### config.mk
export PLATFORM = sky130hd
export DESIGN_NAME = string_escape_utf8_decoder
export DESIGN_NICKNAME = d
export VERILOG_FILES = /design/src/rtl/core/sed_pkg.sv /design/src/rtl/core/string_escape_utf8_decoder.sv
export SDC_FILE = /design/constraint.sdc
export NUM_CORES = 1
export LEC_CHECK = 0
export ABC_AREA = 1
export BUFFER_PORTS_ARGS = -buffer_cell sky130_fd_sc_hd__clkbuf_2
export CAP_MARGIN = 0
export CORE_ASPECT_RATIO = 0.6
export CORE_MARGIN = 2
export CORE_UTILIZATION = 30
export CTS_BUF_LIST = sky130_fd_sc_hd__clkbuf_4
export CTS_CLUSTER_SIZE = 12
export DETAILED_ROUTE_END_ITERATION = 10
export PLACE_DENSITY = 0.41
export SLEW_MARGIN = 20
export SYNTH_ARGS = -nofsm -noshare
export SYNTH_HDL_FRONTEND = slang
export SYNTH_SLANG_ARGS = --single-unit
### constraint.sdc
create_clock -name clk_i -period 16.2 [get_ports clk_i]
set_input_delay 3.24 -clock clk_i [delete_from_list [all_inputs] [get_ports clk_i]]
set_output_delay 3.24 -clock clk_i [all_outputs]
set_load 0.05 [all_outputs]
### src/rtl/core/sed_pkg.sv
`timescale 1ns / 1ps
// ----------------------------------------------------------------------------
// String escape decoder package
// Shared types, character codes and decode helpers for the string literal
// escape decoder with UTF-8 output.
// ----------------------------------------------------------------------------
package sed_pkg;

  typedef enum logic [5:0] {
    MODE_PLAIN  = 6'b000001,
    MODE_BSLASH = 6'b000010,
    MODE_HEX2   = 6'b000100,
    MODE_HEX4   = 6'b001000,
    MODE_HEX8   = 6'b010000,
    MODE_DEC    = 6'b100000
  } mode_e;

  typedef enum logic [2:0] {
    KIND_DATA       = 3'd0,
    KIND_BAD_ESCAPE = 3'd1,
    KIND_TOO_LARGE  = 3'd2,
    KIND_CLOSED     = 3'd3,
    KIND_UNTERM     = 3'd4
  } kind_e;

  localparam int unsigned MaxResults = 5;

  localparam logic [7:0] ChrNul    = 8'h00;
  localparam logic [7:0] ChrQuote  = 8'h22;
  localparam logic [7:0] ChrBslash = 8'h5C;
  localparam logic [7:0] ChrZero   = 8'h30;
  localparam logic [7:0] ChrNine   = 8'h39;
  localparam logic [7:0] ChrLowX   = 8'h78;
  localparam logic [7:0] ChrUpX    = 8'h58;
  localparam logic [7:0] ChrLowU   = 8'h75;
  localparam logic [7:0] ChrUpU    = 8'h55;

  localparam logic [31:0] MaxCodePoint = 32'd2097151;
  localparam logic [31:0] MaxThreeByte = 32'd65535;
  localparam logic [31:0] MaxTwoByte   = 32'd2047;
  localparam logic [31:0] MaxRawByte   = 32'd255;

  localparam logic [7:0] Lead4 = 8'd240;
  localparam logic [7:0] Lead3 = 8'd224;
  localparam logic [7:0] Lead2 = 8'd192;
  localparam logic [7:0] Cont  = 8'd128;

  localparam logic [3:0] DigitsHex2 = 4'd2;
  localparam logic [3:0] DigitsHex4 = 4'd4;
  localparam logic [3:0] DigitsHex8 = 4'd8;
  localparam logic [3:0] DigitsDec  = 4'd3;

  // Returns {is_hex, value}.
  function automatic logic [4:0] hex_value(input logic [7:0] b);
    logic [4:0] r;
    r = 5'd0;
    if (b >= 8'h30 && b <= 8'h39) begin
      r = {1'b1, 4'(b - 8'h30)};
    end else if (b >= 8'h61 && b <= 8'h66) begin
      r = {1'b1, 4'(b - 8'h61 + 8'd10)};
    end else if (b >= 8'h41 && b <= 8'h46) begin
      r = {1'b1, 4'(b - 8'h41 + 8'd10)};
    end
    return r;
  endfunction

  function automatic logic [7:0] named_escape(input logic [7:0] b);
    logic [7:0] r;
    r = b;
    unique case (b)
      8'h61:   r = 8'd7;
      8'h62:   r = 8'd8;
      8'h65:   r = 8'd27;
      8'h66:   r = 8'd12;
      8'h6E:   r = 8'd10;
      8'h72:   r = 8'd13;
      8'h74:   r = 8'd9;
      8'h76:   r = 8'd11;
      default: r = b;
    endcase
    return r;
  endfunction

endpackage

### src/rtl/core/string_escape_utf8_decoder.sv
`timescale 1ns / 1ps
// ----------------------------------------------------------------------------
// String escape decoder with UTF-8 output
// Decodes a string literal body byte by byte into data bytes and events.
// ----------------------------------------------------------------------------
//  Channel   Handshake                 Payload
//  input     in_valid_i / in_ready_o   source_byte_i
//  output    out_valid_o / out_ready_i kind_o, out_byte_o, last_o
//
//  An input byte is decoded in the cycle it is transferred; its 0 to 5
//  results land in a result buffer and leave one per cycle unless stalled.
//  A byte with at most one result sustains one transfer per cycle unless
//  stalled; with more results, the input waits for the last one to leave.
//  Reset returns the decoder to plain text and empties the result buffer.
//  A stalled output holds the buffer and the input waits for its last entry.
// ----------------------------------------------------------------------------
module string_escape_utf8_decoder (
  input  logic       clk_i,
  input  logic       rst_ni,
  input  logic       in_valid_i,
  output logic       in_ready_o,
  input  logic [7:0] source_byte_i,
  output logic       out_valid_o,
  input  logic       out_ready_i,
  output logic [2:0] kind_o,
  output logic [7:0] out_byte_o,
  output logic       last_o
);
  import sed_pkg::*;

  mode_e       mode_q, mode_d;
  logic [31:0] value_q, value_d;
  logic [3:0]  count_q, count_d;

  kind_e       buf_kind_q [MaxResults];
  logic [7:0]  buf_byte_q [MaxResults];
  logic [2:0]  num_q;
  logic [2:0]  head_q;

  kind_e       res_kind [MaxResults];
  logic [7:0]  res_byte [MaxResults];
  logic [2:0]  res_num;

  logic [7:0]  b;
  logic [4:0]  hex;
  logic        is_dec;
  logic [3:0]  max_digits;
  logic [3:0]  count_inc;
  logic [31:0] hex_next;
  logic [31:0] dec_next;
  logic        fin;
  logic [31:0] fin_val;
  logic        do_plain;
  logic        bad;
  logic        bad_eot;
  logic        named_put;
  logic        in_fire;
  logic        out_fire;
  logic        out_last;

  assign b         = source_byte_i;
  assign hex       = hex_value(b);
  assign is_dec    = (b >= ChrZero) && (b <= ChrNine);
  assign count_inc = count_q + 4'd1;
  assign hex_next  = {value_q[27:0], hex[3:0]};
  assign dec_next  = (value_q << 3) + (value_q << 1) + {24'd0, b - ChrZero};

  always_comb begin
    unique case (mode_q)
      MODE_HEX2: max_digits = DigitsHex2;
      MODE_HEX4: max_digits = DigitsHex4;
      MODE_HEX8: max_digits = DigitsHex8;
      default:   max_digits = DigitsDec;
    endcase
  end

  always_comb begin
    mode_d    = mode_q;
    value_d   = value_q;
    count_d   = count_q;
    fin       = 1'b0;
    fin_val   = value_q;
    do_plain  = 1'b0;
    bad       = 1'b0;
    bad_eot   = 1'b0;
    named_put = 1'b0;
    res_num   = 3'd0;
    for (int k = 0; k < MaxResults; k++) begin
      res_kind[k] = KIND_DATA;
      res_byte[k] = 8'd0;
    end

    unique case (mode_q)
      MODE_BSLASH: begin
        mode_d  = MODE_PLAIN;
        value_d = 32'd0;
        count_d = 4'd0;
        if (b == ChrNul) begin
          bad     = 1'b1;
          bad_eot = 1'b1;
        end else if (b == ChrLowX || b == ChrUpX) begin
          mode_d = MODE_HEX2;
        end else if (b == ChrLowU) begin
          mode_d = MODE_HEX4;
        end else if (b == ChrUpU) begin
          mode_d = MODE_HEX8;
        end else if (is_dec) begin
          mode_d  = MODE_DEC;
          value_d = {24'd0, b - ChrZero};
          count_d = 4'd1;
        end else begin
          named_put = 1'b1;
        end
      end
      MODE_HEX2, MODE_HEX4, MODE_HEX8: begin
        if (hex[4]) begin
          value_d = hex_next;
          count_d = count_inc;
          if (count_inc >= max_digits) begin
            fin     = 1'b1;
            fin_val = hex_next;
          end
        end else if (count_q == 4'd0) begin
          bad     = 1'b1;
          bad_eot = (b == ChrNul);
          mode_d  = MODE_PLAIN;
          value_d = 32'd0;
          count_d = 4'd0;
        end else begin
          fin      = 1'b1;
          do_plain = 1'b1;
        end
      end
      MODE_DEC: begin
        if (is_dec) begin
          value_d = dec_next;
          count_d = count_inc;
          if (count_inc >= max_digits) begin
            fin     = 1'b1;
            fin_val = dec_next;
          end
        end else begin
          fin      = 1'b1;
          do_plain = 1'b1;
        end
      end
      default: begin
        do_plain = 1'b1;
      end
    endcase

    if (fin) begin
      mode_d  = MODE_PLAIN;
      value_d = 32'd0;
      count_d = 4'd0;
      if ((mode_q == MODE_HEX8 && fin_val > MaxCodePoint) ||
          (mode_q == MODE_DEC && fin_val > MaxRawByte)) begin
        res_kind[res_num] = KIND_TOO_LARGE;
        res_num = res_num + 3'd1;
      end else if (fin_val <= MaxRawByte) begin
        res_byte[res_num] = fin_val[7:0];
        res_num = res_num + 3'd1;
      end else if (fin_val > MaxThreeByte) begin
        res_byte[res_num] = {5'd0, fin_val[20:18]} | Lead4;
        res_num = res_num + 3'd1;
        res_byte[res_num] = {2'd0, fin_val[17:12]} | Cont;
        res_num = res_num + 3'd1;
        res_byte[res_num] = {2'd0, fin_val[11:6]} | Cont;
        res_num = res_num + 3'd1;
        res_byte[res_num] = {2'd0, fin_val[5:0]} | Cont;
        res_num = res_num + 3'd1;
      end else if (fin_val > MaxTwoByte) begin
        res_byte[res_num] = {4'd0, fin_val[15:12]} | Lead3;
        res_num = res_num + 3'd1;
        res_byte[res_num] = {2'd0, fin_val[11:6]} | Cont;
        res_num = res_num + 3'd1;
        res_byte[res_num] = {2'd0, fin_val[5:0]} | Cont;
        res_num = res_num + 3'd1;
      end else begin
        res_byte[res_num] = {3'd0, fin_val[10:6]} | Lead2;
        res_num = res_num + 3'd1;
        res_byte[res_num] = {2'd0, fin_val[5:0]} | Cont;
        res_num = res_num + 3'd1;
      end
    end

    if (bad) begin
      res_kind[res_num] = KIND_BAD_ESCAPE;
      res_num = res_num + 3'd1;
    end
    if (bad_eot) begin
      res_kind[res_num] = KIND_UNTERM;
      res_num = res_num + 3'd1;
    end
    if (named_put) begin
      res_byte[res_num] = named_escape(b);
      res_num = res_num + 3'd1;
    end

    if (do_plain) begin
      mode_d  = MODE_PLAIN;
      value_d = 32'd0;
      count_d = 4'd0;
      if (b == ChrQuote) begin
        res_kind[res_num] = KIND_CLOSED;
        res_num = res_num + 3'd1;
      end else if (b == ChrNul) begin
        res_kind[res_num] = KIND_UNTERM;
        res_num = res_num + 3'd1;
      end else if (b == ChrBslash) begin
        mode_d = MODE_BSLASH;
      end else begin
        res_byte[res_num] = b;
        res_num = res_num + 3'd1;
      end
    end
  end

  assign out_valid_o = (head_q != num_q);
  assign out_last    = ((head_q + 3'd1) == num_q);
  assign out_fire    = out_valid_o && out_ready_i;
  assign in_ready_o  = !out_valid_o || (out_ready_i && out_last);
  assign in_fire     = in_valid_i && in_ready_o;

  assign kind_o     = buf_kind_q[head_q];
  assign out_byte_o = buf_byte_q[head_q];
  assign last_o     = out_last;

  always_ff @(posedge clk_i or negedge rst_ni) begin
    if (!rst_ni) begin
      mode_q  <= MODE_PLAIN;
      value_q <= 32'd0;
      count_q <= 4'd0;
      num_q   <= 3'd0;
      head_q  <= 3'd0;
    end else if (in_fire) begin
      mode_q  <= mode_d;
      value_q <= value_d;
      count_q <= count_d;
      num_q   <= res_num;
      head_q  <= 3'd0;
    end else if (out_fire) begin
      head_q <= head_q + 3'd1;
    end
  end

  always_ff @(posedge clk_i) begin
    if (in_fire) begin
      for (int k = 0; k < MaxResults; k++) begin
        buf_kind_q[k] <= res_kind[k];
        buf_byte_q[k] <= res_byte[k];
      end
    end
  end

endmodule
# ---- Yosys cells after proc, flatten, opt, wreduce, memory -nomap -nowiden
# Memory sizes are Yosys's and may differ from the RTL's.
# Index checks and enable logic that the tools add are counted.
dict set report word_totals {
  regBits 48
  ram_bits 55
  memories 2
  out_inout_bits 14
  wordCells 219
}
dict set report classes {
  n_addsub 13
  n_eq_ne 25
  reduce_logical 24
  muxes 114
  magnitude_cmp 20
  bitwise 16
}
# name depth width read_ports rd_clocked_by_memory_dff write_ports line
set mem_list {}
lappend mem_list {buf_byte_q 5 8 1 0 5 string_escape_utf8_decoder.sv:36} ;# logic [7:0] buf_byte_q [MaxResults];
lappend mem_list {buf_kind_q 5 3 1 0 5 string_escape_utf8_decoder.sv:35} ;# kind_e buf_kind_q [MaxResults];
# operator count
set ops {}
lappend ops {{$mux W32} 11}
lappend ops {{$mux W40} 5}
lappend ops {{$eq A8 B7 Y1 const B} 13}
lappend ops {{$pmux W32 S3} 1}
lappend ops {{$mux W8} 11}
lappend ops {{$bwmux W40} 2}
lappend ops {{$mux W15} 5}
lappend ops {{$pmux W32 S2} 1}
lappend ops {{$pmux W8 S8} 1}
lappend ops {{$mux W6} 9}
lappend ops {{$demux W8 S3} 2}
lappend ops {{$mux W3} 16}
lappend ops {{$add A32 B32 Y32} 1}
lappend ops {{$add A32 B8 Y32} 1}
lappend ops {{$gt A32 B11 Y1 const B} 1}
lappend ops {{$gt A32 B16 Y1 const B} 1}
lappend ops {{$gt A32 B21 Y1 const B} 1}
lappend ops {{$gt A32 B8 Y1 const B} 1}
lappend ops {{$le A32 B8 Y1 const B} 1}
lappend ops {{$not A10 Y10} 3}
lappend ops {{$demux W3 S3} 3}
lappend ops {{$mux W1} 24}
lappend ops {{$mux W24} 1}
lappend ops {{$pmux W4 S3} 2}
lappend ops {{47 further kinds} 95}

# ---- Longest topological paths before layout
dict set report logic_depth {
  word_depth 30
  ltp_mapped 44
  depth_no_buf 44
}

# ---- Worst setup path after synthesis
# Ideal clock, no wire load.
dict set report synth_timing {
  kind {input -> register}
  startpoint {in source_byte_i[4]}
  endpoint {mem buf_kind_q[3][2] (netlist name), data pin}
  n_path_buf 0
  t_required_ns 15.950
  setup_ns 0.250
  cell_stages 37
  path_slack_ns 7.885
  t_arrival_ns 8.065
  cell_sequence {inv_1 > ha_1 > fa_1 > ha_1 > nand2_1 > nor2_1 > nand2_1 > nand2_1 > nand3_1 > nand2_1 > or2_2 > nand3_1 > nand3_1 > nor2_1 > nand2_1 > nor2_4 > nand3_4 > nand2_2 > nand2_1 > nand2_2 > nand2_1 > ha_1 > nand2_1 > nand2_1 > ha_1 > nor2_1 > inv_1 > nand2_4 > inv_1 > ha_1 > nand2_1 > nand2_4 > inv_2 > nor2_8 > nand3_1 > nand2_1 > nor2_1}
}
# element line
set synth_rtl {}
lappend synth_rtl {{start: declaration} string_escape_utf8_decoder.sv:22} ;# input logic [7:0] source_byte_i,
lappend synth_rtl {{end: declaration} string_escape_utf8_decoder.sv:35}

==> metrics.md <==
| Metric | Value |
|---|---|
| Overflow after GRT | 0 |
| Placed cell area | 10900 µm² |
| Post-Synth Adder-Cell Area | 10.3% |
| Total Neg Setup Slack | 0 ns |
| Die Ht | 147 µm |
| Final Setup Violations | 0 |
| Final Util | 32.7% |
| Worst EP arrival | 9.80 ns |
| Slew Viols, Final | 0 |
| Vias | 10.4k |
| First-pass GRT wire length | 60.9 mm |
| Drt first pass iters | 6 |
| Flops & latches, synth | 103 |
| Critical path's slowest cell | fa_1 |
| Post-route DRC | 0 |
| Post-synth EDFFs | 55 |
| Fmax | 106 MHz |
| IO buf count | 25 |
| Clock insertion delay at the later pin of the skew report | 0.58 ns |
| Max_cap viols | 0 |
| Final Cell Area | 11000 µm² |
| Main combinational cell family by area after synthesis | simple AND/OR/NAND/NOR gates |
| HPWL Detailed | 31.8 mm |
| Post-route setup slack | 6.75 ns |
| Inserted Clock Buffers | 9 |
| Hold WS | 0.526 ns |
| Critical path fanouts, max | 13 |
| Mux cell area share after synthesis | 0.0973% |
| GP Congestion | 0.930 |
| Final antenna diode count | 0 |
| Crit path largest cell delay | 0.46 ns |
| Tot GR Track Use | 22.4% |
| Worst rel slew slack | 31.2% |
| Pre-CTS WS | 6.23 ns |
| Wirelength, routed | 39.6 mm |
| CTS H-tree lvls | 3 |
| Minimum clock period | 9.45 ns |
| VDD IR max | 0.101 mV |
| Crit path required time | 16.56 ns |
| Crit Path Class | primary input to register |
| Share of layout cells above drive strength 1 | 8.39% |
| Final Hold Viols | 0 |
| Leak | 5.56 nW |
| Dpl cells | 1992 |
| Synth Flop Type | edfxtp_1 |
| Largest area contributor in the synthesized netlist | edfxtp_1 |
| Detail Route Antenna Nets | 0 |
| Worst hold path type | register to register |
| 1st-iter DRT viols | 1224 |
| Clk buf depth | 2 |
| Synth warn | 0 |
| Startpoint Class | primary input |
| Layout area overhead | 7.20% |
| Number of global-route vias before repair | 9627 |
| Worst clock skew | 0.0133 ns |
| Synth cell types | 60 |
| Most frequent cells after synthesis | 419 x nand2_1, 214 x inv_1, 163 x nor2_1 |
| Area of the mapped netlist | 10300 µm² |
| CTS root buffer | clkbuf_4 |
| CP Capture Type | register |
| Die W | 243 µm |
| Syn avg cell area | 6.69 µm² |
| Total power | 1.54 mW |
| CTS-repair resized insts | 0 |
| Critical path's most frequent cell | nand2_1 |
| Sequential-to-total area share from yosys stat | 27.8% |
| Largest net degree at the start of global routing | 63 |
| # clock sinks | 103 |
| RSZ-0062 raised after global routing | false |
| Io pins | 26 |
| Async S/R FF share, synth | 46.6% |
| Outcome | complete, no violations |
| Area share of and/or/nand/nor cells after synthesis | 37.1% |
| Worst Max-Slew Pin Slew | 1.03 ns |
| Syn Nets | 1631 |
| Post-synthesis cell count | 1538 |
| Core ar. | 33700 µm² |
| Wire length per cell | 19.7 µm |
| Count leader, synth | nand2_1 |
| Num rows | 52 |
| Final nets | 1637 |
| Post-synth top area share | 16.1% |
| CTS tree | done |
| Vias per inst | 5.20 |
| Initial antenna violation count | 0 |
| Effective utilization at floorplan | 30.5% |
| Post-synthesis xor/xnor area fraction | 1.70% |
| Fin crit share | 58.3% |
| Synth Area in Compound Gates | 12.8% |
| Post-CTS Setup Bufs | 0 |
| Finished Layout Cells | 2008 |
| Clock-pin transition on the worst setup and hold timing paths | 0.18 ns |
| Synth area leaders | edfxtp_1 16%, nand2_1 15%, dfrtp_1 11%, ha_1 9.1%, inv_1 7.8% |
| Die area | 35800 µm² |
| P per Cell Area | 139 nW/µm² |
| Hold Buf Count CTS | 0 |
-- state kept, by name, indices dropped and copies added, names as in the netlist --
name        count
buf_kind_q     15
num_q           3
head_q          3
value_q        32
count_q         4
mode_q          6
buf_byte_q     40
-- where the power goes --
part           switching, mW  internal [mW]  total (mW)
registers             0.0546          0.383       0.437
clock network          0.106         0.0488       0.155
logic                  0.714          0.229       0.943
-- metal layers --
metal	vias up	wire (µm)	global-route usage (%)
met2	356	13700	26.9
met3	30	2900	4.79
li1	5116	-	-
met5	-	79	1.87
met1	4938	22700	39.0
met4	2	233	2.61
-- worst max-delay path, delay by kind of cell --
family                     cells  cell delay [ns]
and+or+nand+nor               24             3.91
adders and majority gates      6             1.90
buffers and inverters          5             0.73
-- cells by family (layout without fill, tap and decap cells) --
logic type | Yosys count | after routing
AO/OA/AOI/OAI | 227 | 227
AND/OR/NAND/NOR | 833 | 833
multiplexers | 1 | 1
adder cells (fa/ha/maj) | 81 | 81
XOR/XNOR | 20 | 20
buffers and inverters | 273 | 284
flip-flops | 103 | 103
-- worst paths after layout --
path | endpoint | startpoint | depth (start not counted) | slack, ns
max reg2reg | buf_kind_q[1][2] | mode_q[3] | 41 | 9.02
max in group asynchronous | value_q[0] | rst_ni | 2 | 12.97
min | value_q[31] | value_q[31] | 2 | 0.53
max | buf_kind_q[1][2] | source_byte_i[4] | 35 | 6.75
min reg2reg | value_q[31] | value_q[31] | 2 | 0.53
min in group asynchronous | value_q[27] | rst_ni | 2 | 2.76
-- cell usage in the layout (no fill, tap or decap), types with 8 or more instances in the layout --
master / Yosys / routed
xor2_1: 14 / 14
inv_2: 13 / 13
inv_1: 214 / 213
nand2_1: 419 / 419
a31oi_1: 14 / 14
nand2_2: 14 / 14
dfrtp_1: 47 / 47
ha_1: 75 / 75
buf_4: 1 / 10
clkbuf_2: 0 / 25
nor2_1: 163 / 163
o21ai_0: 84 / 84
edfxtp_1: 55 / 55
o22ai_1: 33 / 33
clkbuf_4: 0 / 9
o21ai_1: 8 / 8
nand3_1: 106 / 106
a21oi_1: 55 / 55
nor3_1: 23 / 23
nand3b_1: 9 / 9
nand4_1: 44 / 44
-- final cells by class --
class,instances,area (µm²)
fillers,3778,22700
flip-flops and latches,103,2850
inverters,233,882
well taps,459,574
repair buffers,35,200
multi-input cells,1162,6370
clock inverters,7,78.8
clock buffers,9,67.6
Note: power is estimated with default switching activity, not from simulation.
